### config.mk
export PLATFORM = sky130hd
export DESIGN_NAME = two_axis_step_pulse_homing
export DESIGN_NICKNAME = d
export VERILOG_FILES = /design/src/sv/tasph_pkg.sv /design/src/sv/tasph_cfg.sv /design/src/sv/tasph_axis.sv /design/src/sv/two_axis_step_pulse_homing.sv
export VERILOG_INCLUDE_DIRS = /design/src /design/src/sv
export SDC_FILE = /design/constraint.sdc
export NUM_CORES = 1
export LEC_CHECK = 0
export BUFFER_PORTS_ARGS = -buffer_cell sky130_fd_sc_hd__clkbuf_2
export CELL_PAD_IN_SITES_DETAIL_PLACEMENT = 0
export CELL_PAD_IN_SITES_GLOBAL_PLACEMENT = 1
export CORE_UTILIZATION = 52
export DETAILED_ROUTE_END_ITERATION = 10
export PLACE_DENSITY = 0.84
export RECOVER_POWER = 100
export SLEW_MARGIN = 20
export SYNTH_ARGS = -nofsm -noshare
export SYNTH_HDL_FRONTEND = slang
export SYNTH_SLANG_ARGS = --single-unit
export TNS_END_PERCENT = 5
### constraint.sdc
create_clock -name clk_i -period 5.3 [get_ports clk_i]
set_clock_uncertainty 0.1 [all_clocks]
set_input_delay 0 -clock clk_i [delete_from_list [all_inputs] [get_ports clk_i]]
set_output_delay 0 -clock clk_i [all_outputs]
set_load 0.005 [all_outputs]
### src/sv/assert_macros.svh
// Assertion macros shared by the RTL of the two-axis step pulse block.
// Needs clk_i and rst_ni in the scope of each use; empty when SYNTHESIS is defined.
`ifndef ASSERT_MACROS_SVH
`define ASSERT_MACROS_SVH
`ifndef SYNTHESIS
// A condition that must hold at every clock edge outside reset.
`define ASSERT_ALWAYS(label, cond, msg) \
  label: assert property (@(posedge clk_i) disable iff (!rst_ni) (cond)) else $error(msg);
// A consequence that must hold in the cycle after its antecedent.
`define ASSERT_NEXT(label, ante, cons, msg) \
  label: assert property (@(posedge clk_i) disable iff (!rst_ni) (ante) |=> (cons)) \
    else $error(msg);
`else
`define ASSERT_ALWAYS(label, cond, msg)
`define ASSERT_NEXT(label, ante, cons, msg)
`endif
`endif

### src/sv/tasph_pkg.sv
// Types and constants of the two-axis step pulse generator with homing.
// Used by tasph_cfg, tasph_axis and the top level; depends on nothing.
package tasph_pkg;

  localparam int DistWidth   = 15;
  localparam int PeriodWidth = 16;

  // Reset values of the configuration registers and of the compare value.
  localparam logic [DistWidth-1:0]   HomeDistanceRst    = 15'd32000;
  localparam logic [PeriodWidth-1:0] HomePeriodRst      = 16'd600;
  localparam logic [DistWidth-1:0]   BackoffDistanceRst = 15'd4000;
  localparam logic [PeriodWidth-1:0] BackoffPeriodRst   = 16'd400;
  localparam logic [PeriodWidth-1:0] CompareRst         = 16'd400;

  typedef enum logic [1:0] {
    ACT_TICK = 2'd0,
    ACT_MOVE = 2'd1,
    ACT_HOME = 2'd2
  } action_e;

  typedef enum logic [1:0] {
    PH_NONE     = 2'd0,
    PH_APPROACH = 2'd1,
    PH_BACKOFF  = 2'd2
  } phase_e;

  typedef enum logic [1:0] {
    REG_HOME_DISTANCE    = 2'd0,
    REG_HOME_PERIOD      = 2'd1,
    REG_BACKOFF_DISTANCE = 2'd2,
    REG_BACKOFF_PERIOD   = 2'd3
  } reg_idx_e;

  typedef struct packed {
    logic [DistWidth-1:0]   home_distance;
    logic [PeriodWidth-1:0] home_period;
    logic [DistWidth-1:0]   backoff_distance;
    logic [PeriodWidth-1:0] backoff_period;
  } cfg_t;

  // Command for one axis, decoded from one accepted beat.
  typedef struct packed {
    logic                   tick;
    logic                   move;
    logic                   home;
    logic                   limit;
    logic                   dir;
    logic [DistWidth-1:0]   distance;
    logic [PeriodWidth-1:0] period;
  } axis_cmd_t;

  typedef struct packed {
    logic   step;
    logic   dir;
    logic   busy;
    phase_e phase;
  } axis_stat_t;

endpackage

### src/sv/tasph_cfg.sv
// Configuration registers of the two-axis step pulse generator.
// Depends on tasph_pkg.
module tasph_cfg (
  input  logic                      clk_i,
  input  logic                      rst_ni,
  input  logic                      wr_i,
  input  logic [1:0]                index_i,
  input  logic [15:0]               data_i,
  output tasph_pkg::cfg_t           cfg_o
);
  import tasph_pkg::*;

  cfg_t cfg_q, cfg_d;

  // Decode the register index of a write.
  always_comb begin
    cfg_d = cfg_q;
    if (wr_i) begin
      unique case (reg_idx_e'(index_i))
        REG_HOME_DISTANCE:    cfg_d.home_distance    = data_i[DistWidth-1:0];
        REG_HOME_PERIOD:      cfg_d.home_period      = data_i;
        REG_BACKOFF_DISTANCE: cfg_d.backoff_distance = data_i[DistWidth-1:0];
        REG_BACKOFF_PERIOD:   cfg_d.backoff_period   = data_i;
        default:              cfg_d = cfg_q;
      endcase
    end
  end

  always_ff @(posedge clk_i or negedge rst_ni) begin
    if (!rst_ni) begin
      cfg_q.home_distance    <= HomeDistanceRst;
      cfg_q.home_period      <= HomePeriodRst;
      cfg_q.backoff_distance <= BackoffDistanceRst;
      cfg_q.backoff_period   <= BackoffPeriodRst;
    end else begin
      cfg_q <= cfg_d;
    end
  end

  assign cfg_o = cfg_q;

endmodule

### src/sv/tasph_axis.sv
// One stepper axis: tick counter, step toggling, step count and homing phase.
// Depends on tasph_pkg; the top level instantiates it once per axis.
module tasph_axis #(
  parameter int COUNT_WIDTH = 15
) (
  input  logic                   clk_i,
  input  logic                   rst_ni,
  input  logic                   en_i,
  input  tasph_pkg::axis_cmd_t   cmd_i,
  input  tasph_pkg::cfg_t        cfg_i,
  output tasph_pkg::axis_stat_t  stat_o
);
  import tasph_pkg::*;

  logic                   busy_q, busy_d;
  logic                   dir_q, dir_d;
  logic                   step_q, step_d;
  logic [COUNT_WIDTH-1:0] cnt_q, cnt_d;
  logic [COUNT_WIDTH-1:0] tgt_q, tgt_d;
  logic [PeriodWidth-1:0] cmp_q, cmp_d;
  logic [PeriodWidth-1:0] tc_q, tc_d;
  phase_e                 phase_q, phase_d;
  logic [COUNT_WIDTH-1:0] cnt_inc;
  logic                   match;

  assign match   = (tc_q == cmp_q);
  assign cnt_inc = cnt_q + COUNT_WIDTH'(1);

  // Next state for one beat: a tick, a move, or the start of homing.
  always_comb begin
    busy_d  = busy_q;
    dir_d   = dir_q;
    step_d  = step_q;
    cnt_d   = cnt_q;
    tgt_d   = tgt_q;
    cmp_d   = cmp_q;
    tc_d    = tc_q;
    phase_d = phase_q;
    if (cmd_i.home) begin
      phase_d = PH_APPROACH;
      dir_d   = 1'b1;
      tgt_d   = COUNT_WIDTH'(cfg_i.home_distance);
      cmp_d   = cfg_i.home_period;
      busy_d  = 1'b1;
      tc_d    = '0;
    end else if (cmd_i.move) begin
      dir_d  = cmd_i.dir;
      tgt_d  = COUNT_WIDTH'(cmd_i.distance);
      cmp_d  = cmd_i.period;
      busy_d = 1'b1;
      tc_d   = '0;
    end else if (cmd_i.tick) begin
      if (!match) begin
        tc_d = tc_q + PeriodWidth'(1);
      end else begin
        tc_d = '0;
        if (busy_q) begin
          if (!step_q) begin
            step_d = 1'b1;
          end else begin
            // Falling edge of the step pin: one step done.
            step_d = 1'b0;
            cnt_d  = cnt_inc;
            if (cnt_inc >= tgt_q) begin
              phase_d = PH_NONE;
              cnt_d   = '0;
              busy_d  = 1'b0;
            end
            // The limit switch stops the axis except while backing off; in the approach it starts the back-off.
            if (cmd_i.limit && phase_d != PH_BACKOFF) begin
              busy_d = 1'b0;
              cnt_d  = '0;
              if (phase_d == PH_APPROACH) begin
                phase_d = PH_BACKOFF;
                dir_d   = 1'b0;
                tgt_d   = COUNT_WIDTH'(cfg_i.backoff_distance);
                cmp_d   = cfg_i.backoff_period;
                busy_d  = 1'b1;
                tc_d    = '0;
              end
            end
          end
        end
      end
    end
  end

  always_ff @(posedge clk_i or negedge rst_ni) begin
    if (!rst_ni) begin
      busy_q  <= 1'b0;
      dir_q   <= 1'b0;
      step_q  <= 1'b0;
      cnt_q   <= '0;
      tgt_q   <= '0;
      cmp_q   <= CompareRst;
      tc_q    <= '0;
      phase_q <= PH_NONE;
    end else if (en_i) begin
      busy_q  <= busy_d;
      dir_q   <= dir_d;
      step_q  <= step_d;
      cnt_q   <= cnt_d;
      tgt_q   <= tgt_d;
      cmp_q   <= cmp_d;
      tc_q    <= tc_d;
      phase_q <= phase_d;
    end
  end

  assign stat_o.step  = step_q;
  assign stat_o.dir   = dir_q;
  assign stat_o.busy  = busy_q;
  assign stat_o.phase = phase_q;

endmodule

### src/sv/two_axis_step_pulse_homing.sv
// Two-axis step/direction pulse generator with homing. The block takes one beat in
// every clock cycle; s_axis_tready only drops while a result waits on a low
// m_axis_tready. Each beat is a timer tick, a move command for one axis, or a
// homing command for both axes, and it gives one result beat with both axes' step,
// direction, busy and homing phase after that beat. The axis state registers are
// updated at acceptance by a single pass of compare and count logic and form the
// result register, valid in the next cycle. Configuration writes are always ready.
// Depends on tasph_pkg, tasph_cfg, tasph_axis and assert_macros.svh.
`include "assert_macros.svh"
module two_axis_step_pulse_homing #(
  parameter int COUNT_WIDTH = 15
) (
  input  logic        clk_i,
  input  logic        rst_ni,
  input  logic        s_axis_tvalid,
  output logic        s_axis_tready,
  // axis[0], direction[1], distance[16:2], period[32:17], x_limit[33], y_limit[34]
  input  logic [39:0] s_axis_tdata,
  // action[1:0]
  input  logic [1:0]  s_axis_tuser,
  output logic        m_axis_tvalid,
  input  logic        m_axis_tready,
  // x_step[0], x_dir[1], x_busy[2], x_phase[4:3],
  // y_step[5], y_dir[6], y_busy[7], y_phase[9:8]
  output logic [15:0] m_axis_tdata,
  input  logic        cfg_valid_i,
  output logic        cfg_ready_o,
  input  logic [1:0]  cfg_index_i,
  input  logic [15:0] cfg_data_i
);
  import tasph_pkg::*;

  logic       accept;
  logic       out_valid_q, out_valid_d;
  cfg_t       cfg;
  axis_cmd_t  cmd_x, cmd_y;
  axis_stat_t stat_x, stat_y;
  action_e    action;
  logic       is_tick, is_move, is_home;

  assign s_axis_tready = !out_valid_q || m_axis_tready;
  assign accept        = s_axis_tvalid && s_axis_tready;
  assign cfg_ready_o   = 1'b1;

  tasph_cfg u_cfg (
    .clk_i   (clk_i),
    .rst_ni  (rst_ni),
    .wr_i    (cfg_valid_i),
    .index_i (cfg_index_i),
    .data_i  (cfg_data_i),
    .cfg_o   (cfg)
  );

  // Decode the action of the beat; the unused code leaves the state alone.
  assign action = action_e'(s_axis_tuser);
  always_comb begin
    is_tick = 1'b0;
    is_move = 1'b0;
    is_home = 1'b0;
    unique case (action)
      ACT_TICK: is_tick = 1'b1;
      ACT_MOVE: is_move = 1'b1;
      ACT_HOME: is_home = 1'b1;
      default:  is_tick = 1'b0;
    endcase
  end

  // Per-axis commands.
  always_comb begin
    cmd_x.tick     = is_tick;
    cmd_x.move     = is_move && !s_axis_tdata[0];
    cmd_x.home     = is_home;
    cmd_x.limit    = s_axis_tdata[33];
    cmd_x.dir      = s_axis_tdata[1];
    cmd_x.distance = s_axis_tdata[16:2];
    cmd_x.period   = s_axis_tdata[32:17];
    cmd_y          = cmd_x;
    cmd_y.move     = is_move && s_axis_tdata[0];
    cmd_y.limit    = s_axis_tdata[34];
  end

  tasph_axis #(.COUNT_WIDTH(COUNT_WIDTH)) u_axis_x (
    .clk_i  (clk_i),
    .rst_ni (rst_ni),
    .en_i   (accept),
    .cmd_i  (cmd_x),
    .cfg_i  (cfg),
    .stat_o (stat_x)
  );

  tasph_axis #(.COUNT_WIDTH(COUNT_WIDTH)) u_axis_y (
    .clk_i  (clk_i),
    .rst_ni (rst_ni),
    .en_i   (accept),
    .cmd_i  (cmd_y),
    .cfg_i  (cfg),
    .stat_o (stat_y)
  );

  // A result beat is pending from each accepted beat until it is taken.
  always_comb begin
    out_valid_d = out_valid_q;
    if (accept) begin
      out_valid_d = 1'b1;
    end else if (m_axis_tready) begin
      out_valid_d = 1'b0;
    end
  end

  always_ff @(posedge clk_i or negedge rst_ni) begin
    if (!rst_ni) begin
      out_valid_q <= 1'b0;
    end else begin
      out_valid_q <= out_valid_d;
    end
  end

  assign m_axis_tvalid = out_valid_q;
  assign m_axis_tdata  = {6'd0,
                          stat_y.phase, stat_y.busy, stat_y.dir, stat_y.step,
                          stat_x.phase, stat_x.busy, stat_x.dir, stat_x.step};

  // Checks.
  `ASSERT_ALWAYS(a_x_phase_busy, (stat_x.phase == PH_NONE) || stat_x.busy, "x homing while idle")
  `ASSERT_ALWAYS(a_y_phase_busy, (stat_y.phase == PH_NONE) || stat_y.busy, "y homing while idle")
  `ASSERT_NEXT(a_accept_valid, accept, m_axis_tvalid, "accepted beat gave no result")
  `ASSERT_ALWAYS(a_stall_back, !(m_axis_tvalid && !m_axis_tready) || !s_axis_tready,
                 "input taken while result stalled")

endmodule
# Word-level counts from Yosys, hierarchy flattened
# Index checks and enable logic that the tools add are counted.
[totals]
ff_bits = 197
in_bits = 65
word_cells = 204
[op_classes]
addsub = 4
magnitude_cmp = 2
n_eq_ne = 13
mux = 115
n_bitwise = 3
reduce_logical = 46
[op_table]
columns = ["op", "count"]
rows = [
  ["$mux W16", 24],
  ["$mux W15", 20],
  ["$mux W2", 30],
  ["$mux W1", 41],
  ["$reduce_bool A3 Y1", 12],
  ["$add A16 B1 Y16 const B", 2],
  ["$eq A16 B16 Y1", 2],
  ["$add A15 B1 Y15 const B", 2],
  ["$ge A15 B15 Y1", 2],
  ["$reduce_and A7 Y1", 4],
  ["$reduce_and A6 Y1", 4],
  ["$reduce_bool A2 Y1", 8],
  ["$reduce_and A2 Y1", 6],
  ["$eq A2 B1 Y1 const B", 4],
  ["$eq A2 B2 Y1 const B", 3],
  ["$reduce_and A3 Y1", 2],
  ["$logic_and A1 B1 Y1", 5],
  ["$logic_not A2 Y1", 2],
  ["$ne A2 B1 Y1 const B", 2],
  ["$ne A2 B2 Y1 const B", 2],
  ["$not A1 Y1", 3],
  ["$logic_not A1 Y1", 2],
  ["$logic_or A1 B1 Y1", 1],
]

# Depth between registers and ports, before layout
# Gate-level depths: netlist (run 1).
[depth]
word_depth = 18
mapped_depth = 16
mapped_depth_nobuf = 14

# Cells and area by module
# Synthesis (run 1) repeated with hierarchy kept, for this count alone.
[hier_totals]
cells_unflattened = 1063
area_unflattened_um2 = 11174.5
[by_module_without_submodules]
columns = ["module", "n_inst", "cells_each", "area_per_inst_um2", "seq_area_each_um2"]
rows = [
  ["tasph_axis (u_axis_y)", 1, 475, 4394.2, 1680.4],
  ["tasph_axis (u_axis_x)", 1, 439, 4282.9, 1680.4],
  ["tasph_cfg", 1, 132, 2356.0, 1575.3],
  ["two_axis_step_pulse_homing", 1, 17, 141.4, 25.0],
]

# Worst setup path before layout (run 1)
# OpenSTA, ideal clock, no wires.
[synth_path]
path_type = "register -> register"
from = "reg u_axis_x.cnt_q[0]"
to = "reg u_axis_x.cmp_q[10]"
setup_time_ns = 0.125
arrival_ns = 3.346
required_ns = 5.075
setup_slack_ns = 1.729
path_stages_with_launch = 16
path_cell_list = "dfrtp_1 ha_1 and3_1 nand3_1 or2_1 nor2_1 xor2_1 ha_1 nand2_1 nor2_1 a211oi_1 o21ai_1 o41a_1 buf_2 buf_6 mux2_4"
[synth_between]
elab_chain_len = 13
word_cells_on_any_way = 15
classes_between = "1 x add/sub; 1 x order compare; 2 x eq/ne; 7 x mux; 4 x reduce/logical"
[synth_lines]
columns = ["item", "line_no", "source"]
rows = [
  ["from (decl)", "tasph_axis.sv:18", "logic [COUNT_WIDTH-1:0] cnt_q, cnt_d;"],
  ["from (signal assigned)", "tasph_axis.sv:102", "cnt_q <= cnt_d;"],
  ["$add A15 B1 Y15 *", "tasph_axis.sv:27", "assign cnt_inc = cnt_q + COUNT_WIDTH'(1);"],
  ["$ge A15 B15 Y1 *", "tasph_axis.sv:64", "if (cnt_inc >= tgt_q) begin"],
  ["$mux W2 *", "tasph_axis.sv:64", ""],
  ["$mux W2 *", "tasph_axis.sv:58", "if (!step_q) begin"],
  ["$mux W2 *", "tasph_axis.sv:57", "if (busy_q) begin"],
  ["$mux W2 *", "tasph_axis.sv:53", "if (!match) begin"],
  ["$mux W2 *", "tasph_axis.sv:52", "end else if (cmd_i.tick) begin"],
  ["$mux W2 *", "tasph_axis.sv:46", "end else if (cmd_i.move) begin"],
  ["$mux W2 *", "tasph_axis.sv:39", "if (cmd_i.home) begin"],
  ["$ne A2 B2 Y1", "tasph_axis.sv:70", "if (cmd_i.limit && phase_d != PH_BACKOFF) begin"],
  ["$logic_and A1 B1 Y1", "tasph_axis.sv:70", ""],
  ["$reduce_bool A3 Y1 (no source line)", "--", ""],
  ["$reduce_and A7 Y1 (no source line) *", "--", ""],
  ["to (signal assigned)", "tasph_axis.sv:95", "cmp_q <= CompareRst;"],
  ["to (signal assigned)", "tasph_axis.sv:104", "cmp_q <= cmp_d;"],
  ["to (decl)", "tasph_axis.sv:20", "logic [PeriodWidth-1:0] cmp_q, cmp_d;"],
]
# Mark *: on every way between the ends. The rest lies on a longest branch, timed or not. The select of a mux whose other input is x is not followed.
# A chain may end at the register's enable or synchronous reset.

# Worst setup path after layout (run 1)
[layout_path]
from = "reg u_axis_x.cnt_q[0]"
to = "reg u_axis_x.tgt_q[1]"
[layout_between]
elab_chain_len = 13
word_cells_on_any_way = 15
classes_between = "1 x add/sub; 1 x order compare; 2 x eq/ne; 7 x mux; 4 x reduce/logical"
[layout_lines]
columns = ["item", "line_no", "source"]
rows = [
  ["$add A15 B1 Y15 *", "tasph_axis.sv:27", ""],
  ["$ge A15 B15 Y1 *", "tasph_axis.sv:64", ""],
  ["$mux W2 *", "tasph_axis.sv:64", ""],
  ["$mux W2 *", "tasph_axis.sv:58", ""],
  ["$mux W2 *", "tasph_axis.sv:57", ""],
  ["$mux W2 *", "tasph_axis.sv:53", ""],
  ["$mux W2 *", "tasph_axis.sv:52", ""],
  ["$mux W2 *", "tasph_axis.sv:46", ""],
  ["$mux W2 *", "tasph_axis.sv:39", ""],
  ["$ne A2 B2 Y1", "tasph_axis.sv:70", ""],
  ["$logic_and A1 B1 Y1", "tasph_axis.sv:70", ""],
  ["$reduce_bool A3 Y1 (no source line)", "--", ""],
  ["$reduce_and A7 Y1 (no source line) *", "--", ""],
  ["to (signal assigned)", "tasph_axis.sv:103", "tgt_q <= tgt_d;"],
  ["to (decl)", "tasph_axis.sv:19", "logic [COUNT_WIDTH-1:0] tgt_q, tgt_d;"],
]
# Marked as above.

==> metrics.md, run 1 <==
| Metric | Value |
|---|---|
| PwrDens | 331.1 nW/µm² |
| Via count | around 8,200 |
| Drt pass-1 iters | 5 |
| Clk_lat worst skew | about 0.44 ns |
| Routed Antenna Nets | 0 |
| Routed len/inst | approximately 20 µm |
| Crit share post-route | 0.8252 |
| Slew headroom | -0.9947 |
| Worst vdd ir | ~220 µV |
| Critical Path Start Type | flip-flop |
| Post-synth EDFFs | 0 |
| Ys Warns | 0 |
| Initial antenna violation count | 1 |
| Crit path arrival time | ~4.6 ns |
| Cell count after synthesis | 1,025 |
| First-pass GRT wire length | roughly 46,000 µm |
| Grt ovf | 0 |
| CP Class | reg -> reg |
| Hold Path End | u_axis_y.phase_q[0]$_DFFE_PN0P_ |
| CTS tree | yes |
| Die Wd | ~150 µm |
| Routed wire length | ~28,000 µm |
| Max-cap viol count | 3 |
| Violated checks | max-capacitance violations, max-slew violations |
| DR vias/cell | between 5 and 6 |
| H-tree level count | 4 |
| Fill cells | 1,727 |
| Worst Tran Pin Value | 2.992 ns |
| Syn_area_per_cell | 10.61 µm² |
| I/O Pins | 84 |
| Final Hold Viols | 0 |
| HPWL after detailed placement | 19,150 µm |
| FF-to-FF End | u_axis_x.tgt_q[1]$_DFFE_PN0P_ |
| CP Data Required Time | between 5 and 6 ns |
| Setup bufs post-CTS | 0 |
| Unique masters post-synth | 60 |
| Die height | between 100 and 150 µm |
| Most used DFF post-synth | dfrtp_1 |
| Clock transition at path regs | 0.07 ns |
| Root buffer cell | clkbuf_16 |
| Port Buffers | a little over 70 |
| Maximum root-to-sink buffer count | 2 |
| RR Startpoint | u_axis_x.cnt_q[0]$_DFFE_PN0P_ |
| Net count, final | roughly 1,200 |
| CTS Buf Count | 17 |
| Cell Area, Synth | between 10,000 and 15,000 µm² |
| FFs w/ async S/R, synth | 1.000 |
| Worst setup path start | u_axis_x.cnt_q[0]$_DFFE_PN0P_ |
| DRC errors left | 0 |
| Most common cell after layout, fill and taps aside | dfrtp_1 |
| Largest net degree at the start of global routing | 93 |
| Startpoint of the worst hold path | s_axis_tuser[0] |
| Fraction of layout cells with a size suffix above 1 | 0.1699 |
| Final GP Congestion | about 0.85 |
| Die footprint | 21,490 µm² |
| Post-CTS resize count | 0 |
| Crit-path max FO | 18 |
| Leakage | ~5.6 nW |
| Sequential element share of the synthesized area | 0.4564 |
| Initial core utilization | 0.5338 |
| Area Growth Syn to Fin | 13.93% |
| Reg2Reg Depth | 13 |
| Placed instance area | about 11,000 µm² |
| Core footprint | 20,360 µm² |
| Setup violations, final | 0 |
| Yosys reg bits | 197 |
| Setup TNS | 0 ns |
| First-iteration detailed-routing DRC count | 501 |
| Sink Count | a little under 200 |
| Final core occ | 0.6081 |
| Hold path depth | 4 |
| Hold/Removal Path Class | in -> reg |
| Outcome | finished with violations |
| RSZ-0062 raised after global routing | false |
| Vias in the first global route | between 8,000 and 9,000 |
| Most frequent cells in the layout | dfrtp_1 (172), nor2_1 (73), nand2_1 (66) |
| Row cnt | 52 |
| Fmax | between 0.2 and 0.25 GHz |
| Cell area after layout | between 10,000 and 15,000 µm² |
| Worst R2R Setup Slack | between 0.9 and 1 ns |
| Critical path endpoint category | flip-flop |
| All-Layer GR Usage | 0.2776 |
| Slew Limit Fails | about 150 |
| Fin crit period | about 4.4 ns |
-- synth_stat cells, types with 4 or more instances --
cell	n	area share
a211o_1	4	0.0032
a211oi_1	5	0.0035
a21boi_0	17	0.012
a21o_1	4	0.0028
a21oi_1	28	0.013
a22o_1	18	0.015
a22oi_1	16	0.011
a2bb2oi_1	31	0.025
and3_1	13	0.0075
buf_1	5	0.0017
buf_2	9	0.0041
buf_4	13	0.0090
clkbuf_1	43	0.015
dfrtp_1	172	0.40
dfstp_2	25	0.060
ha_1	34	0.039
inv_1	37	0.013
mux2_2	64	0.066
mux2_4	15	0.021
mux2i_1	44	0.041
nand2_1	66	0.023
nand2b_1	13	0.0075
nand3_1	31	0.014
nand4_1	18	0.010
nor2_1	72	0.025
nor2b_1	8	0.0046
nor3_1	12	0.0055
nor4_1	5	0.0029
o21ai_0	30	0.014
o21ai_1	4	0.0018
o21bai_1	4	0.0028
o41ai_1	32	0.026
xnor2_1	44	0.035
xor2_1	45	0.036
-- layout make-up --
cell class | instances | area (µm²) | share of cell area
Antenna cell | 1 | 2.502 | 0.0002021
Clock buffer | 22 | 454.2 | 0.03667
Clock inverter | 10 | 88.84 | 0.007173
Inverter | 37 | 138.9 | 0.01121
Multi-Input combinational cell | 724 | 5413 | 0.4371
Sequential cell | 197 | 4961 | 0.4006
Tap cell | 270 | 337.8 | 0.02728
Timing Repair Buffer | 140 | 988.4 | 0.07981
-- worst max-delay path by stage --
stage | to | slack [ns] | cells after the start
final | u_axis_x.tgt_q[1]$_DFFE_PN0P_ | 0.93 | 13
after global routing | u_axis_y.cmp_q[13]$_DFFE_PN0P_ | 0.57 | 14
after CTS | u_axis_x.tgt_q[4]$_DFFE_PN0P_ | 1.08 | 14
after detailed placement | u_axis_x.tgt_q[4]$_DFFE_PN0P_ | 1.10 | 14
after global placement | u_axis_x.tgt_q[12]$_DFFE_PN0P_ | 1.16 | 14
after floorplan | u_axis_x.cmp_q[10]$_DFFE_PN0P_ | 1.73 | 15
-- power breakdown --
| part | internal [mW] | switching, mW |
|---|---|---|
| sequential | 1.81 | 0.225 |
| clock | 0.626 | 0.607 |
| combinational | 0.406 | 0.427 |
-- worst max-delay path: stages (launching register included) --
cell and delay (ns):
dfrtp_1 0.43, ha_1 0.26, and3_1 0.21, nand3_1 0.19, or2_0 0.36, xnor2_1 0.18
ha_1 0.31, nand3_1 0.07, nor2_1 0.09, a221oi_1 0.11, o21ai_0 0.39, o41a_1 0.92
buf_4 0.44, mux2i_1 0.23
-- registers in the layout, summed over array words and instances, names as in the netlist --
register and flops:
u_axis_x.dir_q 1, u_axis_y.tc_q 16, u_axis_y.cmp_q 16, u_axis_x.cmp_q 16
u_cfg.cfg_o 62, u_axis_y.step_q 1, m_axis_tvalid 1, u_axis_x.busy_q 1
u_axis_y.dir_q 1, u_axis_x.phase_q 2, u_axis_x.step_q 1, u_axis_x.cnt_q 15
u_axis_y.busy_q 1, u_axis_y.phase_q 2, u_axis_y.tgt_q 15, u_axis_x.tc_q 16
u_axis_x.tgt_q 15, u_axis_y.cnt_q 15
-- per-stage QoR --
step           cells  power (mW)  hold WS [ns]  setup slack [ns]
6_report        1401       4.101      0.004047            0.9267
5_1_grt         1400       4.301       0.04870            0.5690
4_1_cts         1400       4.154     0.0005785             1.076
3_5_place_dp    1314       2.899       0.03281             1.096
3_3_place_gp    1314       2.866       0.02882             1.158
2_1_floorplan   1030       2.596       -0.3956             1.729
-- kinds of logic (layout without fill, tap and decap cells) --
| family | after synthesis | after routing | share of synthesized area |
|---|---|---|---|
| xor gates and xnor gates | 89 | 89 | 0.07171 |
| other | 2 | 8 | 0.0006909 |
| AOI/OAI and AO/OA | 213 | 213 | 0.1449 |
| DFF | 197 | 197 | 0.4564 |
| adders and majority gates | 34 | 34 | 0.03913 |
| muxes | 125 | 125 | 0.1296 |
| and+or+nand+nor | 256 | 256 | 0.1130 |
| buffers and inverters | 109 | 209 | 0.04454 |
-- routing by layer --
metal	track usage	wire length, µm	up-vias
met5	0	0	-
met4	0.09844	574	0
met3	0.04813	1474	31
met2	0.4289	13270	233
met1	0.3926	13060	4082
li1	-	-	3873
-- what timing repair did --
item	CTS	global route
hold buffers	54	0
endpoints found under the setup margin	0	0
hold endpoints to repair	221	0
No activity file was read; power rests on OpenSTA's default activity.
==> run 2: changes to the inputs <==
--- a/config.mk
+++ b/config.mk
@@ -6,12 +6,13 @@
 export SDC_FILE = /design/constraint.sdc
 export NUM_CORES = 1
 export LEC_CHECK = 0
+export ABC_AREA = 1
 export BUFFER_PORTS_ARGS = -buffer_cell sky130_fd_sc_hd__clkbuf_2
 export CELL_PAD_IN_SITES_DETAIL_PLACEMENT = 0
 export CELL_PAD_IN_SITES_GLOBAL_PLACEMENT = 1
-export CORE_UTILIZATION = 52
+export CORE_UTILIZATION = 45
 export DETAILED_ROUTE_END_ITERATION = 10
-export PLACE_DENSITY = 0.84
+export PLACE_DENSITY = 0.78
 export RECOVER_POWER = 100
 export SLEW_MARGIN = 20
 export SYNTH_ARGS = -nofsm -noshare
==> constraint.sdc (replaced) <==
create_clock -name clk_i -period 4.35 [get_ports clk_i]
set_clock_uncertainty 0.1 [all_clocks]
set_input_delay 0 -clock clk_i [delete_from_list [all_inputs] [get_ports clk_i]]
set_output_delay 0 -clock clk_i [all_outputs]
set_load 0.005 [all_outputs]
==> run 2 against run 1 <==
  * The flow still finishes with violations (max-capacitance violations, max-slew violations)
  * Clock power is 32% higher
  * Via count is 19% higher
  * Count of clock-buffer cells in the layout down 4
  * Critical path depth is 6 higher
  * Area after synthesis up 4.1%
==> metrics.md, run 2 <==
| Metric | Value |
|---|---|
| Outcome | finished with violations |
| Violated checks | max-capacitance violations, max-slew violations |
| Port Buffers | about 70 |
| Routed wire length | between 30,000 and 40,000 µm |
| Clock transition at path regs | ~0.080 ns |
| FFs w/ async S/R, synth | 1.000 |
| Area Growth Syn to Fin | 14.00% |
| Crit-path max FO | 16 |
| CTS tree | yes |
| Post-synth top area share | 0.3803 |
| Via count | approximately 9,800 |
| Largest net degree at the start of global routing | approximately 140 |
| Worst setup path start | u_axis_y.cnt_q[0]$_DFFE_PN0P_ |
| Slew Limit Fails | 64 |
| Critical Path Start Type | flip-flop |
| Sink Count | roughly 200 |
| Root buffer cell | clkbuf_16 |
| Die footprint | 25,790 µm² |
| Maximum root-to-sink buffer count | 2 |
| Post-synth EDFFs | 0 |
| Cell Area, Synth | ~11,000 µm² |
| Grt ovf | 0 |
| Setup violations, final | 0 |
| Hold/Removal Path Class | in -> reg |
| Ys Warns | 0 |
| Max-cap viol count | 1 |
| Final GP Congestion | 0.8337 |
| Pwr Total | slightly below 6 mW |
| Most common cell after layout, fill and taps aside | nand2_1 |
| Fraction of layout cells with a size suffix above 1 | 0.09227 |
| Fin crit period | roughly 3.8 ns |
| Worst R2R Setup Slack | 0.55 ns |
| Ant. Diodes | 0 |
| CP Data Required Time | about 4.6 ns |
| Routed len/inst | ~16 µm |
| DR vias/cell | between 5 and 6 |
| Sequential element share of the synthesized area | 0.4384 |
| RSZ-0062 raised after global routing | false |
| HPWL after detailed placement | approximately 22,000 µm |
| Final Hold Viols | 0 |
| Slew headroom | -1.083 |
| First-pass GRT wire length | slightly above 50,000 µm |
| Setup bufs post-CTS | 0 |
| Unique masters post-synth | 42 |
| Leakage | between 6 and 7 nW |
| Area contributors post-synth | dfrtp_1 (38%), nand2_1 (16%), o21ai_0 (6.3%) |
| Initial core utilization | 0.4626 |
| CTS Buf Count | 17 |
| Initial antenna violation count | 2 |
| Worst Tran Pin Value | ~3.1 ns |
| DRC errors left | 0 |
| Crit share post-route | 0.8734 |
| Reg2Reg Depth | 19 |
| Yosys top cell by area | dfrtp_1 |
| FF-to-FF End | u_axis_y.cmp_q[11]$_DFFE_PN0P_ |
| Worst vdd ir | between 200 and 250 µV |
| Most frequent cells in the layout | nand2_1 (486), inv_1 (176), dfrtp_1 (172) |
| Fill cells | 2,411 |
| Die Wd | about 160 µm |
| Final WS setup | around 0.55 ns |
| PwrDens | 457.2 nW/µm² |
| I/O Pins | 84 |
| All-Layer GR Usage | 0.2535 |
| Clk_lat worst skew | approximately 0.45 ns |
| Critical path endpoint category | flip-flop |
| Top post-synthesis cells by count | nand2_1 (483), inv_1 (174), dfrtp_1 (172) |
| Final core occ | 0.5274 |
| First-iteration detailed-routing DRC count | a little over 800 |
| Yosys reg bits | 197 |
| Syn_area_per_cell | 7.545 µm² |
| Core footprint | between 20,000 and 25,000 µm² |
| Count leader, synth | nand2_1 |
| Setup TNS | 0 ns |
| Drt pass-1 iters | 5 |
| Crit path arrival time | between 4 and 5 ns |
| Most used DFF post-synth | dfrtp_1 |
| H-tree level count | 4 |
| CP Class | reg -> reg |
| Fmax | ~0.26 GHz |
| Net count, final | ~1,700 |
| Place WS | around 0.67 ns |
| Vias in the first global route | approximately 9,600 |
| Cell count after synthesis | about 1,500 |
| Routed Antenna Nets | 0 |
| Row cnt | 57 |
| Max reg flops | 62 |
| Die height | 160.6 µm |
| RR Startpoint | u_axis_y.cnt_q[0]$_DFFE_PN0P_ |
| Worst Setup EP | u_axis_y.cmp_q[11]$_DFFE_PN0P_ |
[run 2: cell count changes in the layout (fill, tap and decap cells not counted), sizes merged, moves of 16 or more]
cell | before | now
mux2i | 44 | 1
o21ai | 34 | 154
mux2 | 81 | 0
a21boi | 17 | 0
xnor2 | 44 | 4
inv | 42 | 196
a22oi | 16 | 0
o211ai | 3 | 29
o41ai | 32 | 0
a2bb2oi | 31 | 0
a22o | 18 | 0
nand3 | 31 | 113
nand2 | 66 | 490
[run 2: cell families after synthesis]
group	share of synthesized area
xor+xnor	0.04798
buf+inv	0.09652
mux	0.0008845
compound gates	0.1085
simple gates	0.2695
flops	0.4384
fa+ha+maj	0.03759
other cells	0.0006636
[run 2: layout make-up]
class | instances | area, µm² | share of cell area
multi-input cells | 1051 | 5248 | 0.4068
inverters | 188 | 705.7 | 0.05470
repair buffers | 136 | 979.7 | 0.07594
clock buffers | 18 | 429.2 | 0.03327
well taps | 324 | 405.4 | 0.03142
flip-flops and latches | 197 | 4961 | 0.3845
clock inverters | 14 | 172.7 | 0.01338
[run 2: metrics by stage]
step           cell area [µm²]  cells  hold WS (ns)
6_report                 12900   1928      0.001577
5_1_grt                  12900   1928       0.07499
4_1_cts                  12960   1928     0.0002324
3_5_place_dp             11810   1841      -0.06078
3_3_place_gp             11810   1841      -0.06275
2_1_floorplan            11340   1505       -0.3956
[run 2: per-layer routing]
layer / track usage / wire length (µm) / up-vias
met5: 0 / 23 / -
met4: 0.09134 / 815 / 4
met3: 0.04081 / 1254 / 48
met2: 0.3985 / 13860 / 206
met1: 0.3533 / 14980 / 4575
li1: - / - / 4947
[run 2: critical path, stage by stage, from the launching register on]
cell and delay [ns]:
dfrtp_1 0.43, ha_1 0.21, nand2_1 0.06, nor2_1 0.30, nand3_1 0.20, nor4_1 0.31, xor2_1 0.25, ha_1 0.28
nand2_1 0.09, inv_1 0.05, nand2_1 0.06, nand2_1 0.04, a21oi_1 0.11, nand3_1 0.15, nor2_1 0.22, nand3_1 0.12
nand2_1 0.15, clkbuf_2 0.35, nand3_1 0.14, nand2_1 0.09
[run 2: repair_timing]
| action | in CTS | in global routing |
|---|---|---|
| hold buffers | 55 | 0 |
| endpoints found under the hold margin | 193 | 0 |
| gates resized for setup | 0 | 0 |
[run 2: how the worst min path moves through the flow]
stage                                start  slack, ns                        endpoint  cells past startpoint
after floorplan                     rst_ni      -0.40       m_axis_tvalid$_DFFE_PN0P_                      0
after global placement              rst_ni      -0.06  u_axis_y.cnt_q[10]$_DFFE_PN0P_                      1
after detailed placement            rst_ni      -0.06  u_axis_y.cnt_q[13]$_DFFE_PN0P_                      1
after CTS                 s_axis_tdata[14]     0.0002  u_axis_y.tgt_q[12]$_DFFE_PN0P_                      5
after global routing      s_axis_tdata[14]       0.07  u_axis_y.tgt_q[12]$_DFFE_PN0P_                      5
final                     s_axis_tdata[14]      0.002  u_axis_y.tgt_q[12]$_DFFE_PN0P_                      5
[run 2: power by group]
group / internal (mW) / switching [mW] / total (mW) / leakage, nW
combinational: 0.631 / 1.03 / 1.66 / 3.95
sequential: 2.29 / 0.333 / 2.62 / 2.47
clock: 0.785 / 0.832 / 1.62 / 0.294
==> run 3: changes to the inputs <==
--- a/config.mk
+++ b/config.mk
@@ -7,7 +7,7 @@
 export NUM_CORES = 1
 export LEC_CHECK = 0
 export ABC_AREA = 1
-export BUFFER_PORTS_ARGS = -buffer_cell sky130_fd_sc_hd__clkbuf_2
+export BUFFER_PORTS_ARGS = -buffer_cell sky130_fd_sc_hd__buf_2
 export CELL_PAD_IN_SITES_DETAIL_PLACEMENT = 0
 export CELL_PAD_IN_SITES_GLOBAL_PLACEMENT = 1
 export CORE_UTILIZATION = 45
==> run 3 against run 2 <==
  * The flow still finishes with violations (max-capacitance violations, max-slew violations)
  * Register-to-register slack about the same
  * Clock power about the same
  * Worst setup slack improved by 0.0034 ns
  * Critical path type unchanged
  * Critical endpoint is now u_axis_y.cmp_q[9]$_DFFE_PN0P_
  * Largest power group unchanged
  * Highest routed layer unchanged
==> metrics.md, run 3 (synthesis gave the netlist of run 2 again) <==
| Metric | Value |
|---|---|
| Largest net degree at the start of global routing | 100 |
| Crit share post-route | 0.8726 |
| Ant. Diodes | 0 |
| Footprint of the multi-input gates | around 5200 µm² |
| Worst vdd ir | between 200 and 250 µV |
| Final GP Congestion | ~0.85 |
| Via count | roughly 9,800 |
| Drt pass-1 iters | 7 |
| Reg power frac | 0.445 |
| Hold path depth | 5 |
| Setup bufs post-CTS | 0 |
| Violated checks | max-capacitance violations, max-slew violations |
| Most common cell after layout, fill and taps aside | nand2_1 |
| Maximum root-to-sink buffer count | 2 |
| Initial core utilization | 0.4626 |
| Fraction of layout cells with a size suffix above 1 | 0.09272 |
| Crit path arrival time | approximately 4.1 ns |
| Leakage | around 6.7 nW |
| Sink Count | approximately 200 |
| Int Power | about 3.7 mW |
| Crit-path max FO | 16 |
| Grt ovf | 0 |
| Place WS | approximately 0.7 ns |
| Net Sw Frac | 0.3706 |
| Routed len/inst | 15.80 µm |
| Final core occ | 0.5275 |
| Most frequent cells in the layout | nand2_1 (486), inv_1 (176), dfrtp_1 (172) |
| Die footprint | 25,790 µm² |
| All-Layer GR Usage | 0.2477 |
| DRC errors left | 0 |
| Outcome | finished with violations |
| Final hold slack | between 0.03 and 0.04 ns |
| Final Non-Filler Cells | 1,931 |
| Port Buffers | 71 |
| Max reg flops | a little over 60 |
| Vias in the first global route | 9,223 |
| Fill cells | around 2,400 |
| Max-cap viol count | 1 |
| Sw power | 2.178 mW |
| CTS tree | yes |
| HPWL after detailed placement | about 22,000 µm |
| Net count, final | about 1,700 |
| DR vias/cell | 5.073 |
| Pwr Total | between 5 and 6 mW |
| Setup TNS | 0 ns |
| Root buffer cell | clkbuf_16 |
| PwrDens | 455.4 nW/µm² |
| Post-CTS Hold Fix Bufs | 56 |
| CP Data Required Time | ~4.7 ns |
| Die Wd | around 160 µm |
| Row cnt | between 50 and 60 |
| Die height | about 160 µm |
| Setup violations, final | 0 |
| I/O Pins | 84 |
| First-iteration detailed-routing DRC count | between 700 and 800 |
| H-tree level count | 4 |
| Dpl cells | 1,843 |
| Sequential Area | roughly 5000 µm² |
| First-pass GRT wire length | slightly below 50,000 µm |
| CTS Buf Count | 17 |
| Slew headroom | -0.7021 |
| Fmax | between 0.2 and 0.3 GHz |
| Worst R2R Setup Slack | roughly 0.55 ns |
| Core footprint | between 20,000 and 25,000 µm² |
| Clk_lat worst skew | between 0.4 and 0.5 ns |
| Logic pwr share | 0.282 |
| CP Class | reg -> reg |
| Worst Tran Pin Value | between 2 and 3 ns |
| Initial antenna violation count | 1 |
| Slew Limit Fails | 100 |
| Final WS setup | between 0.5 and 0.6 ns |
| Clock power share | 0.273 |
| Post-CTS resize count | 0 |
| RSZ-0062 raised after global routing | false |
| Critical Path Start Type | flip-flop |
| Final Hold Viols | 0 |
| Routed wire length | around 31,000 µm |
| Cell area after layout | about 13,000 µm² |
| Reg2Reg Depth | 19 |
| Hold/Removal Path Class | in -> reg |
| Critical path endpoint category | flip-flop |
| Routed Antenna Nets | 0 |
| Area Growth Syn to Fin | 14.03% |
| Fin crit period | about 3.8 ns |
| Placed instance area | 11,810 µm² |
| Clock transition at path regs | 0.09 ns |
## run 3: per-layer routing
layer	part of all wire	wire, µm	track usage	vias to the layer above
met4	0.022	683	0.07532	2
met1	0.48	14710	0.3560	4574
li1	-	-	-	4953
met5	0.00039	12	0	-
met2	0.45	13790	0.3849	227
met3	0.043	1311	0.03667	39
## run 3: final cells by class
cell class,instances,area share
Multi-Input combinational cell,1051,0.4066
Sequential cell,197,0.3844
Timing Repair Buffer,139,0.07582
Clock inverter,14,0.01377
Clock buffer,18,0.03326
Inverter,188,0.05468
Tap cell,324,0.03141
## run 3: path summary, 6_finish.rpt
check | startpoint | end
setup / recovery | u_axis_y.cnt_q[0]$_DFFE_PN0P_ | u_axis_y.cmp_q[9]$_DFFE_PN0P_
min in group asynchronous | rst_ni | u_axis_y.cnt_q[13]$_DFFE_PN0P_
max in group asynchronous | rst_ni | u_axis_x.cnt_q[14]$_DFFE_PN0P_
hold / removal | s_axis_tdata[14] | u_axis_x.tgt_q[12]$_DFFE_PN0P_
setup reg to reg | u_axis_y.cnt_q[0]$_DFFE_PN0P_ | u_axis_y.cmp_q[9]$_DFFE_PN0P_
hold reg to reg | u_axis_y.tgt_q[8]$_DFFE_PN0P_ | u_axis_y.tgt_q[8]$_DFFE_PN0P_
## run 3: worst max-delay path: stages (launching register included)
cell	delay (ns)
dfrtp_1	0.41
ha_1	0.21
nand2_1	0.06
nor2_1	0.31
nand3_1	0.20
nor4_1	0.30
xor2_1	0.25
ha_1	0.28
nand2_1	0.09
inv_1	0.05
nand2_1	0.06
nand2_1	0.04
a21oi_1	0.12
nand3_1	0.16
nor2_1	0.24
nand3_1	0.12
nand2_1	0.16
clkbuf_2	0.35
nand3_1	0.14
nand2_1	0.09
## run 3: power groups by stage
stage	Combinational (mW)	Clock [mW]	Sequential, mW
2_1_floorplan	1.24	0	2.54
3_3_place_gp	1.61	0	2.65
3_5_place_dp	1.64	0	2.65
4_1_cts	1.69	1.64	2.62
5_1_grt	1.95	1.71	2.67
6_report	1.66	1.61	2.62
